[config.mk]
export PLATFORM = sky130hd
export DESIGN_NAME = edge_clamped_moving_average_unit
export DESIGN_NICKNAME = d
export VERILOG_FILES = /design/src/rtl/core/ecma_pkg.sv /design/src/rtl/core/ecma_front.sv /design/src/rtl/core/ecma_queue.sv /design/src/rtl/core/ecma_back.sv /design/src/rtl/core/edge_clamped_moving_average_unit.sv
export SDC_FILE = /design/constraint.sdc
export NUM_CORES = 1
export LEC_CHECK = 0
export ABC_AREA = 1
export BUFFER_PORTS_ARGS = -buffer_cell sky130_fd_sc_hd__buf_2
export CORE_AREA = 5 5 435 437
export CTS_CLUSTER_SIZE = 28
export DETAILED_ROUTE_END_ITERATION = 6
export DIE_AREA = 0 0 440 442
export PLACE_DENSITY_LB_ADDON = 0.12
export SLEW_MARGIN = 20
export SYNTH_ARGS = -nofsm -noshare
export SYNTH_HDL_FRONTEND = slang
export SYNTH_SLANG_ARGS = --single-unit
[constraint.sdc]
create_clock -name clk_i -period 4.7 [get_ports clk_i]
set_input_delay 0.47 -clock clk_i [delete_from_list [all_inputs] [get_ports clk_i]]
set_output_delay 0.47 -clock clk_i [all_outputs]
set_load 0.03 [all_outputs]
[src/rtl/core/ecma_pkg.sv]
// Shared constants, types and helpers of the edge-clamped moving average unit.
`default_nettype none

package ecma_pkg;

  localparam int SAMPLE_W    = 16;
  localparam int SUM_W       = 22;
  localparam int HIST_DEPTH  = 64;
  localparam int HIST_AW     = $clog2(HIST_DEPTH);
  localparam int FILL_MAX    = HIST_DEPTH - 1;
  localparam int MAX_HALF    = 31;
  localparam int HALF_W      = 5;
  localparam int ACT_MAX     = (MAX_HALF < (HIST_DEPTH - 2) / 2) ? MAX_HALF
                                                                  : (HIST_DEPTH - 2) / 2;
  localparam int DIV_W       = HALF_W + 1;
  localparam int STEPS_W     = HALF_W + 1;
  localparam int AGE_W       = HIST_AW + 2;
  localparam int STEP_W      = $clog2(SUM_W);
  localparam int QUEUE_DEPTH = 4;
  localparam int QUEUE_AW    = $clog2(QUEUE_DEPTH);
  localparam int QCNT_W      = QUEUE_AW + 1;

  typedef enum logic [1:0] {
    FR_IDLE,
    FR_SUM,
    FR_DRAIN,
    FR_PUSH
  } front_state_e;

  typedef enum logic [1:0] {
    BK_IDLE,
    BK_DIV,
    BK_DONE
  } back_state_e;

  // One window to be averaged: its exact sum, the window length and the end mark.
  typedef struct packed {
    logic signed [SUM_W-1:0] sum;
    logic [DIV_W-1:0]        divisor;
    logic                    last;
  } ecma_job_t;

  function automatic logic [HALF_W-1:0] active_half(input logic [HALF_W-1:0] hw);
    logic [HALF_W-1:0] lim;
    lim = HALF_W'(ACT_MAX);
    if (hw > lim) begin
      return lim;
    end
    return hw;
  endfunction

endpackage

`default_nettype wire

[src/rtl/core/ecma_front.sv]
// Front end: takes samples, keeps the history store and builds window sums.
`default_nettype none

module ecma_front (
  input  wire logic                                  clk_i,
  input  wire logic                                  rst_ni,
  input  wire logic [ecma_pkg::HALF_W-1:0]           half_width_i,
  input  wire logic                                  s_valid_i,
  output logic                                       s_ready_o,
  input  wire logic signed [ecma_pkg::SAMPLE_W-1:0]  s_sample_i,
  input  wire logic                                  s_last_i,
  output logic                                       push_valid_o,
  input  wire logic                                  push_ready_i,
  output ecma_pkg::ecma_job_t                        push_job_o
);

  localparam int SAMPLE_W = ecma_pkg::SAMPLE_W;
  localparam int SUM_W    = ecma_pkg::SUM_W;
  localparam int HIST_AW  = ecma_pkg::HIST_AW;
  localparam int HALF_W   = ecma_pkg::HALF_W;
  localparam int AGE_W    = ecma_pkg::AGE_W;
  localparam int STEPS_W  = ecma_pkg::STEPS_W;
  localparam int DIV_W    = ecma_pkg::DIV_W;

  ecma_pkg::front_state_e state_q, state_d;

  logic signed [SAMPLE_W-1:0] hist_mem [ecma_pkg::HIST_DEPTH];
  logic signed [SAMPLE_W-1:0] rdata_q;
  logic                       rd_valid_q;
  logic                       use_first_q;

  logic                       in_seq_q;
  logic [HIST_AW-1:0]         fill_q;
  logic [HIST_AW-1:0]         wp_q;
  logic signed [SAMPLE_W-1:0] first_q;
  logic [HALF_W-1:0]          h_q;
  logic [HALF_W-1:0]          c_q;
  logic                       item_last_q;
  logic signed [AGE_W-1:0]    age_q;
  logic [STEPS_W-1:0]         steps_q;
  logic signed [SUM_W-1:0]    sum_q;

  logic                       accept;
  logic                       issue;
  logic                       more_jobs;
  logic [HALF_W-1:0]          h_cur;
  logic [HIST_AW-1:0]         fill_eff;
  logic [HIST_AW-1:0]         fill_new;
  logic [HIST_AW-1:0]         wp_eff;
  logic [AGE_W-1:0]           fill_ext;
  logic [AGE_W-1:0]           h_ext;
  logic [AGE_W-1:0]           c_span;
  logic [AGE_W-1:0]           c_pick;
  logic                       job_needed;
  logic [HALF_W-1:0]          c_new;
  logic [HALF_W-1:0]          c_dec;
  logic [AGE_W-1:0]           age_clamp;
  logic [HIST_AW-1:0]         rd_addr;
  logic                       use_first;
  logic signed [SAMPLE_W-1:0] acc_sample;

  assign accept = s_valid_i && s_ready_o;

  always_comb begin
    h_cur      = ecma_pkg::active_half(half_width_i);
    fill_eff   = in_seq_q ? fill_q : '0;
    wp_eff     = in_seq_q ? wp_q : '0;
    fill_new   = (fill_eff == HIST_AW'(ecma_pkg::FILL_MAX)) ? fill_eff : fill_eff + 1'b1;
    fill_ext   = AGE_W'(fill_new);
    h_ext      = AGE_W'(h_cur);
    c_span     = fill_ext - AGE_W'(1);
    c_pick     = (c_span > h_ext) ? h_ext : c_span;
    // The last sample always flushes; others need h samples after the center.
    job_needed = s_last_i || (fill_ext >= h_ext + AGE_W'(1));
    c_new      = s_last_i ? HALF_W'(c_pick) : h_cur;
    c_dec      = c_q - 1'b1;
    more_jobs  = item_last_q && (c_q != '0);
    // Ages before the newest clamp to it; ages past the fill read the first sample.
    age_clamp  = age_q[AGE_W-1] ? '0 : AGE_W'(age_q);
    use_first  = age_clamp >= AGE_W'(fill_q);
    rd_addr    = wp_q - HIST_AW'(1) - age_clamp[HIST_AW-1:0];
    acc_sample = use_first_q ? first_q : rdata_q;
  end

  always_comb begin
    state_d = state_q;
    case (state_q)
      ecma_pkg::FR_IDLE: begin
        if (accept && job_needed) begin
          state_d = ecma_pkg::FR_SUM;
        end
      end
      ecma_pkg::FR_SUM: begin
        if (steps_q == '0) begin
          state_d = ecma_pkg::FR_DRAIN;
        end
      end
      ecma_pkg::FR_DRAIN: begin
        state_d = ecma_pkg::FR_PUSH;
      end
      ecma_pkg::FR_PUSH: begin
        if (push_ready_i) begin
          state_d = more_jobs ? ecma_pkg::FR_SUM : ecma_pkg::FR_IDLE;
        end
      end
      default: begin
        state_d = ecma_pkg::FR_IDLE;
      end
    endcase
  end

  always_comb begin
    s_ready_o    = 1'b0;
    push_valid_o = 1'b0;
    issue        = 1'b0;
    case (state_q)
      ecma_pkg::FR_IDLE: s_ready_o    = 1'b1;
      ecma_pkg::FR_SUM:  issue        = 1'b1;
      ecma_pkg::FR_PUSH: push_valid_o = 1'b1;
      default: begin
      end
    endcase
  end

  assign push_job_o.sum     = sum_q;
  assign push_job_o.divisor = DIV_W'({h_q, 1'b1});
  assign push_job_o.last    = item_last_q && (c_q == '0);

  always_ff @(posedge clk_i) begin
    if (accept) begin
      hist_mem[wp_eff] <= s_sample_i;
    end
    rdata_q     <= hist_mem[rd_addr];
    use_first_q <= use_first;
  end

  always_ff @(posedge clk_i or negedge rst_ni) begin
    if (!rst_ni) begin
      state_q     <= ecma_pkg::FR_IDLE;
      in_seq_q    <= 1'b0;
      fill_q      <= '0;
      wp_q        <= '0;
      first_q     <= '0;
      h_q         <= '0;
      c_q         <= '0;
      item_last_q <= 1'b0;
      age_q       <= '0;
      steps_q     <= '0;
      sum_q       <= '0;
      rd_valid_q  <= 1'b0;
    end else begin
      state_q    <= state_d;
      rd_valid_q <= issue;
      if (accept) begin
        in_seq_q    <= !s_last_i;
        fill_q      <= fill_new;
        wp_q        <= wp_eff + 1'b1;
        first_q     <= in_seq_q ? first_q : s_sample_i;
        h_q         <= h_cur;
        c_q         <= c_new;
        item_last_q <= s_last_i;
        age_q       <= $signed(AGE_W'(c_new) + AGE_W'(h_cur));
        steps_q     <= STEPS_W'({h_cur, 1'b0});
        sum_q       <= '0;
      end else if (issue) begin
        age_q   <= age_q - AGE_W'(1);
        steps_q <= steps_q - 1'b1;
      end else if (push_valid_o && push_ready_i && more_jobs) begin
        c_q     <= c_dec;
        age_q   <= $signed(AGE_W'(c_dec) + AGE_W'(h_q));
        steps_q <= STEPS_W'({h_q, 1'b0});
        sum_q   <= '0;
      end
      if (rd_valid_q) begin
        sum_q <= sum_q + SUM_W'(acc_sample);
      end
    end
  end

  a_drain_then_push: assert property (@(posedge clk_i) disable iff (!rst_ni)
    (state_q == ecma_pkg::FR_DRAIN) |=> (state_q == ecma_pkg::FR_PUSH))
    else $error("front did not move from drain to push");

  a_age_in_range: assert property (@(posedge clk_i) disable iff (!rst_ni)
    issue |-> (age_q <= $signed(AGE_W'(2 * ecma_pkg::ACT_MAX)))
           && (age_q >= -$signed(AGE_W'(ecma_pkg::ACT_MAX))))
    else $error("window age out of range");

  a_no_read_while_idle: assert property (@(posedge clk_i) disable iff (!rst_ni)
    (state_q == ecma_pkg::FR_IDLE) |-> !rd_valid_q)
    else $error("history read still in flight while accepting samples");

endmodule

`default_nettype wire

[src/rtl/core/ecma_queue.sv]
// Short job queue between the sum front end and the divider back end.
`default_nettype none

module ecma_queue (
  input  wire logic                 clk_i,
  input  wire logic                 rst_ni,
  input  wire logic                 push_valid_i,
  output logic                      push_ready_o,
  input  wire ecma_pkg::ecma_job_t  push_job_i,
  output logic                      pop_valid_o,
  input  wire logic                 pop_ready_i,
  output ecma_pkg::ecma_job_t       pop_job_o
);

  localparam int QUEUE_AW = ecma_pkg::QUEUE_AW;
  localparam int QCNT_W   = ecma_pkg::QCNT_W;

  ecma_pkg::ecma_job_t  entry_q [ecma_pkg::QUEUE_DEPTH];
  logic [QUEUE_AW-1:0]  wr_ptr_q;
  logic [QUEUE_AW-1:0]  rd_ptr_q;
  logic [QCNT_W-1:0]    count_q;
  logic                 do_push;
  logic                 do_pop;

  assign push_ready_o = count_q != QCNT_W'(ecma_pkg::QUEUE_DEPTH);
  assign pop_valid_o  = count_q != '0;
  assign pop_job_o    = entry_q[rd_ptr_q];
  assign do_push      = push_valid_i && push_ready_o;
  assign do_pop       = pop_valid_o && pop_ready_i;

  always_ff @(posedge clk_i) begin
    if (do_push) begin
      entry_q[wr_ptr_q] <= push_job_i;
    end
  end

  always_ff @(posedge clk_i or negedge rst_ni) begin
    if (!rst_ni) begin
      wr_ptr_q <= '0;
      rd_ptr_q <= '0;
      count_q  <= '0;
    end else begin
      if (do_push) begin
        wr_ptr_q <= wr_ptr_q + 1'b1;
      end
      if (do_pop) begin
        rd_ptr_q <= rd_ptr_q + 1'b1;
      end
      if (do_push && !do_pop) begin
        count_q <= count_q + 1'b1;
      end else if (do_pop && !do_push) begin
        count_q <= count_q - 1'b1;
      end
    end
  end

  a_count_bound: assert property (@(posedge clk_i) disable iff (!rst_ni)
    count_q <= QCNT_W'(ecma_pkg::QUEUE_DEPTH))
    else $error("queue count beyond depth");

  a_full_holds: assert property (@(posedge clk_i) disable iff (!rst_ni)
    (!push_ready_o && !pop_ready_i) |=> !push_ready_o)
    else $error("full queue drained without a request taken");

  a_ptr_gap: assert property (@(posedge clk_i) disable iff (!rst_ni)
    (wr_ptr_q - rd_ptr_q) == count_q[QUEUE_AW-1:0])
    else $error("queue pointers disagree with count");

endmodule

`default_nettype wire

[src/rtl/core/ecma_back.sv]
// Back end: divides each window sum by its length and holds the output register.
`default_nettype none

module ecma_back (
  input  wire logic                                  clk_i,
  input  wire logic                                  rst_ni,
  input  wire logic                                  pop_valid_i,
  output logic                                       pop_ready_o,
  input  wire ecma_pkg::ecma_job_t                   pop_job_i,
  output logic                                       m_valid_o,
  input  wire logic                                  m_ready_i,
  output logic signed [ecma_pkg::SAMPLE_W-1:0]       m_value_o,
  output logic                                       m_last_o
);

  localparam int SAMPLE_W = ecma_pkg::SAMPLE_W;
  localparam int SUM_W    = ecma_pkg::SUM_W;
  localparam int DIV_W    = ecma_pkg::DIV_W;
  localparam int STEP_W   = ecma_pkg::STEP_W;

  ecma_pkg::back_state_e state_q, state_d;

  logic [SUM_W-1:0]     dvd_q;
  logic [DIV_W-1:0]     rem_q;
  logic [DIV_W-1:0]     div_q;
  logic [STEP_W-1:0]    step_q;
  logic                 neg_q;
  logic                 last_q;
  logic                 out_valid_q;
  logic signed [SAMPLE_W-1:0] out_value_q;
  logic                 out_last_q;

  logic                 start;
  logic                 load_out;
  logic                 out_free;
  logic [SUM_W-1:0]     mag;
  logic [DIV_W:0]       rem_sh;
  logic                 ge;
  logic [DIV_W-1:0]     rem_next;
  logic [SAMPLE_W-1:0]  quo;
  logic [SAMPLE_W-1:0]  result;

  assign out_free = !out_valid_q || m_ready_i;

  always_comb begin
    mag      = pop_job_i.sum[SUM_W-1] ? (~pop_job_i.sum + 1'b1) : pop_job_i.sum;
    // One restoring step per cycle on the magnitude; the sign is applied at the end.
    rem_sh   = {rem_q, dvd_q[SUM_W-1]};
    ge       = rem_sh >= {1'b0, div_q};
    rem_next = ge ? DIV_W'(rem_sh - {1'b0, div_q}) : DIV_W'(rem_sh);
    quo      = dvd_q[SAMPLE_W-1:0];
    result   = neg_q ? (~quo + 1'b1) : quo;
  end

  always_comb begin
    state_d = state_q;
    case (state_q)
      ecma_pkg::BK_IDLE: begin
        if (pop_valid_i) begin
          state_d = ecma_pkg::BK_DIV;
        end
      end
      ecma_pkg::BK_DIV: begin
        if (step_q == '0) begin
          state_d = ecma_pkg::BK_DONE;
        end
      end
      ecma_pkg::BK_DONE: begin
        if (out_free) begin
          state_d = ecma_pkg::BK_IDLE;
        end
      end
      default: begin
        state_d = ecma_pkg::BK_IDLE;
      end
    endcase
  end

  always_comb begin
    pop_ready_o = 1'b0;
    load_out    = 1'b0;
    case (state_q)
      ecma_pkg::BK_IDLE: pop_ready_o = 1'b1;
      ecma_pkg::BK_DONE: load_out    = out_free;
      default: begin
      end
    endcase
  end

  assign start     = pop_valid_i && pop_ready_o;
  assign m_valid_o = out_valid_q;
  assign m_value_o = out_value_q;
  assign m_last_o  = out_last_q;

  always_ff @(posedge clk_i or negedge rst_ni) begin
    if (!rst_ni) begin
      state_q     <= ecma_pkg::BK_IDLE;
      dvd_q       <= '0;
      rem_q       <= '0;
      div_q       <= '0;
      step_q      <= '0;
      neg_q       <= 1'b0;
      last_q      <= 1'b0;
      out_valid_q <= 1'b0;
      out_value_q <= '0;
      out_last_q  <= 1'b0;
    end else begin
      state_q <= state_d;
      if (start) begin
        dvd_q  <= mag;
        rem_q  <= '0;
        div_q  <= pop_job_i.divisor;
        step_q <= STEP_W'(SUM_W - 1);
        neg_q  <= pop_job_i.sum[SUM_W-1];
        last_q <= pop_job_i.last;
      end else if (state_q == ecma_pkg::BK_DIV) begin
        dvd_q  <= {dvd_q[SUM_W-2:0], ge};
        rem_q  <= rem_next;
        step_q <= step_q - 1'b1;
      end
      if (load_out) begin
        out_valid_q <= 1'b1;
        out_value_q <= $signed(result);
        out_last_q  <= last_q;
      end else if (m_ready_i) begin
        out_valid_q <= 1'b0;
      end
    end
  end

  a_div_ends: assert property (@(posedge clk_i) disable iff (!rst_ni)
    (state_q == ecma_pkg::BK_DIV && step_q == '0) |=> (state_q == ecma_pkg::BK_DONE))
    else $error("divider did not finish after its last step");

  a_rem_below_div: assert property (@(posedge clk_i) disable iff (!rst_ni)
    (state_q == ecma_pkg::BK_DIV) |-> (rem_q < div_q))
    else $error("partial remainder not below divisor");

  a_load_sets_valid: assert property (@(posedge clk_i) disable iff (!rst_ni)
    load_out |=> out_valid_q)
    else $error("finished quotient not presented");

endmodule

`default_nettype wire

[src/rtl/core/edge_clamped_moving_average_unit.sv]
// Top level of the edge-clamped centered moving average unit.
// A sample is taken while the front end is idle; each result is then summed from history reads in the
// front end and divided in the back end, which run concurrently on different results.
// The next sample is taken once the front end has queued all results of the current one.
// Reset clears all control state and sets the half width to 2; the history needs no clearing.
`default_nettype none

module edge_clamped_moving_average_unit (
  input  wire logic                                  clk_i,
  input  wire logic                                  rst_ni,
  input  wire logic                                  cfg_we_i,
  input  wire logic [ecma_pkg::HALF_W-1:0]           cfg_wdata_i,   // half_width
  input  wire logic                                  s_axis_tvalid,
  output logic                                       s_axis_tready,
  input  wire logic signed [ecma_pkg::SAMPLE_W-1:0]  s_axis_tdata,  // [15:0] sample_value
  input  wire logic                                  s_axis_tlast,  // end_of_sequence
  output logic                                       m_axis_tvalid,
  input  wire logic                                  m_axis_tready,
  output logic signed [ecma_pkg::SAMPLE_W-1:0]       m_axis_tdata,  // [15:0] smoothed_value
  output logic                                       m_axis_tlast   // last_of_sequence
);

  logic [ecma_pkg::HALF_W-1:0] half_width_q;
  logic                        push_valid;
  logic                        push_ready;
  ecma_pkg::ecma_job_t         push_job;
  logic                        pop_valid;
  logic                        pop_ready;
  ecma_pkg::ecma_job_t         pop_job;

  always_ff @(posedge clk_i or negedge rst_ni) begin
    if (!rst_ni) begin
      half_width_q <= ecma_pkg::HALF_W'(2);
    end else if (cfg_we_i) begin
      half_width_q <= cfg_wdata_i;
    end
  end

  ecma_front u_front (
    .clk_i        (clk_i),
    .rst_ni       (rst_ni),
    .half_width_i (half_width_q),
    .s_valid_i    (s_axis_tvalid),
    .s_ready_o    (s_axis_tready),
    .s_sample_i   (s_axis_tdata),
    .s_last_i     (s_axis_tlast),
    .push_valid_o (push_valid),
    .push_ready_i (push_ready),
    .push_job_o   (push_job)
  );

  ecma_queue u_queue (
    .clk_i        (clk_i),
    .rst_ni       (rst_ni),
    .push_valid_i (push_valid),
    .push_ready_o (push_ready),
    .push_job_i   (push_job),
    .pop_valid_o  (pop_valid),
    .pop_ready_i  (pop_ready),
    .pop_job_o    (pop_job)
  );

  ecma_back u_back (
    .clk_i       (clk_i),
    .rst_ni      (rst_ni),
    .pop_valid_i (pop_valid),
    .pop_ready_o (pop_ready),
    .pop_job_i   (pop_job),
    .m_valid_o   (m_axis_tvalid),
    .m_ready_i   (m_axis_tready),
    .m_value_o   (m_axis_tdata),
    .m_last_o    (m_axis_tlast)
  );

endmodule

`default_nettype wire

==> impl_metrics.toml <==
[outcome]
outcome = "complete, no violations"

[synthesis]
synth.avg_cell_area_um2 = 11.8
async_reset_ff_share_pct = 11.6
synth_largest_area_cell = "edfxtp_1"
ys_top_cells_by_area = "edfxtp_1, o21ai_0, dfrtp_1, nor2_1, nand2_1"
ys_types = 60
synth_edf_count = 1136
synth_ff_type = "edfxtp_1"
synth_seq_cells = 1305
synth_top_area_share_pct = 61.8
synth_fp_nets = 4797
synthesis.area_um2 = 55200
synthCells = 4685
yosysWarnings = 0
yosysSeqAreaShare_pct = 69.3

[clock_tree]
path_clk_slew_ns = 0.06
max-clock-path-buffers = 3
cts_tree = "yes"
numCtsBuffers = 152
cts.sinks = 1305
cts_root_buffer = "clkbuf_16"
clk_latency_ns = 0.78
htree_levels = 4

[floorplanning]
die_w_um = 440
core-area_um2 = 185000
die_h_um = 442
dieArea_um2 = 194000
row_count = 158
ioPinCount = 46
start_util_pct = 29.9

[grt]
grt_pass1_wl_mm = 249
grt_pass1_vias = 36100
overflow = 0
grt_max_degree = 142
antenna_found_initial = 5
track_usage_pct = 17.1

[placed_design]
portBuffers = 45
routabilityCongestion = 0.779
placed_cells = 7113
post-place-ws_ns = 0.232
post-dp-hpwl_mm = 98.7

[min_path]
min-delay-start = "s_axis_tvalid"
worstHoldPathCells = 5
min_path_type = "primary input to flop"
holdPathEnd = "u_front.state_q[0]$_DFFE_PN0P_"

[timing]
hold_ws_ns = 0.123
tightest_slew_ns = 1.09
setup_ws_ns = 0.339
timing.final.crit_share_pct = 92.8
hold_viol = 0
setup-violations-final = 0
report.final.slew_viol_count = 0
clock_skew_ns = 0.0397
min_period_ns = 4.36
slew_headroom_pct = 27.6
fmax_ghz = 0.229

[detailed_routing]
drcViolationCount = 0
topRoutingLayerUsed = "met5"
vias_per_cell = 4.92
dr_wl_met3_mm = 7.72
drtPass1Iterations = 5
vias = 36400
drt_first_iter_violations = 2720
ant_nets = 0
wl_mm = 169
dr_wl_met2_mm = 80.9
wl_met1_mm = 77.9
routedWlPerCell_um = 22.9

[critical_path]
max_stage_delay_ns = 0.40
r2r_slack_ns = 0.34
crit_fanout = 8
timing.rr.end = "u_front.age_q[4]$_DFFE_PN0P_"
cp_common_cell = "nand2_1"
crit_slowest_cell = "dfrtp_1"
rr_worst_depth = 32
worst_setup_path_end_kind = "flop"
arrival_ns = 5.00
cp-start-kind = "flop"
cp_data_required_time_ns = 5.34
crit_type = "flop to flop"
r2r-start = "u_front.fill_q[1]$_DFFE_PN0P_"

[final_layout]
final-seq-area_um2 = 38300
instances_no_fill = 7405
drive_gt1_share_pct = 11.6
layout.nets = 4924
multi_input_comb_area_um2 = 15400
n_fill_cell = 18500
area_growth_pct = 16.2

[run]
drv_cap = 0
-- cell families (layout without fill, tap and decap cells) --
group,Yosys count,after routing,share of synthesized area (%)
other,0,1,0
and+or+nand+nor,1526,1526,11.1
xor gates and xnor gates,60,60,0.993
muxes,17,17,0.347
buffers and inverters,458,697,3.36
AOI/OAI and AO/OA,1234,1234,12.9
adders and majority gates,85,85,2.01
DFF,1305,1305,69.3
-- cell usage after synthesis (15+ instances only) --
master and count:
nor2_1 760, o21ai_0 784, mux2_2 17, xor2_1 38, a21oi_1 75, nand2_1 554, buf_2 73, o221ai_1 194
a31oi_1 70, ha_1 79, xnor2_1 19, inv_1 167, dfxtp_1 17, clkbuf_1 187, edfxtp_1 1136, nand4_1 15
o21ai_1 59, dfrtp_1 151, nand3_1 146
-- final cells by class --
type	instances	area share (%)
antenna	1	0.00390
clock buffer	194	6.29
clock inverter	72	1.01
inverter	180	1.08
multi-input combinational	2922	24.0
sequential	1305	59.6
tap	2480	4.84
timing repair buffer	251	3.19
-- how the worst max path moves through the flow --
stage	start	cells past startpoint	endpoint
4_1_cts	u_front.in_seq_q$_DFFE_PN0P_	32	u_front.age_q[4]$_DFFE_PN0P_
6_report	u_front.fill_q[1]$_DFFE_PN0P_	32	u_front.age_q[4]$_DFFE_PN0P_
3_3_place_gp	u_front.in_seq_q$_DFFE_PN0P_	32	u_front.age_q[4]$_DFFE_PN0P_
2_1_floorplan	u_front.in_seq_q$_DFFE_PN0P_	34	u_front.age_q[4]$_DFFE_PN0P_
5_1_grt	u_front.fill_q[1]$_DFFE_PN0P_	32	u_front.age_q[4]$_DFFE_PN0P_
3_5_place_dp	u_front.in_seq_q$_DFFE_PN0P_	32	u_front.age_q[4]$_DFFE_PN0P_
-- placed cells by master, fill, tap and decap left out, types with 15 or more instances in the layout --
master / instances
buf_12: 18
dfxtp_1: 17
edfxtp_1: 1136
o221ai_1: 194
nand4_1: 15
nand2_1: 552
ha_1: 76
o21ai_0: 784
clkbuf_1: 37
a21oi_1: 75
a31oi_1: 70
nand3_1: 145
clkinv_1: 29
nor2_2: 63
clkbuf_16: 154
nor2_1: 701
dfrtp_1: 150
o21ai_1: 59
buf_4: 170
xor2_1: 36
buf_2: 44
dlygate4sd3_1: 18
mux2_2: 17
xnor2_1: 18
inv_1: 165
clkinv_2: 22
-- routing by layer --
metal / GRT usage (%) / vias to the layer above
li1: - / 17300
met1: 23.6 / 18200
met2: 28.1 / 734
met3: 2.98 / 176
met4: 3.78 / 2
met5: 0 / -
-- critical path, delay by kind of cell, from the launching register on --
family,cells,cell delay [ns]
AOI/OAI and AO/OA,5,0.70
xor gates and xnor gates,2,0.32
adders and majority gates,5,1.16
buffers and inverters,5,0.43
DFF,1,0.40
and+or+nand+nor,15,1.24
-- metrics by stage --
stage | utilization, % | setup TNS [ns] | instance area (um^2)
CTS | 34.7 | 0 | 64000
finish | 34.7 | 0 | 64200
global route | 34.7 | -0.0282 | 64200
global placement | 32.0 | 0 | 59200
floorplan | - | 0 | 55200
detailed placement | 32.0 | 0 | 59200
-- what timing repair did --
item                                   in CTS  in global routing
setup endpoints to repair                   0                  2
hold buffers                               18                  0
resized for setup                           0                 11
buffers inserted                            0                  7
endpoints found under the hold margin      72                  0
-- sequential cells by signal, indices dropped and copies added (netlist names), 3 cells and up --
| name | cells |
|---|---|
| u_queue.entry_q | 112 |
| u_back.div_q | 6 |
| u_back.dvd_q | 22 |
| u_back.m_value_o | 16 |
| u_front.sum_q | 22 |
| u_front.h_q | 5 |
| u_front.wp_q | 6 |
| u_back.step_q | 5 |
| u_front.hist_mem | 1024 |
| half_width_q | 5 |
| u_back.rem_q | 6 |
| u_front.rdata_q | 16 |
| u_front.first_q | 16 |
| u_front.c_q | 5 |
| u_front.age_q | 8 |
| u_front.fill_q | 6 |
| u_queue.count_q | 3 |
| u_front.steps_q | 6 |
Power is not shown: default switching activity piles up to over one toggle a cycle in this logic, so the estimate is an artifact.
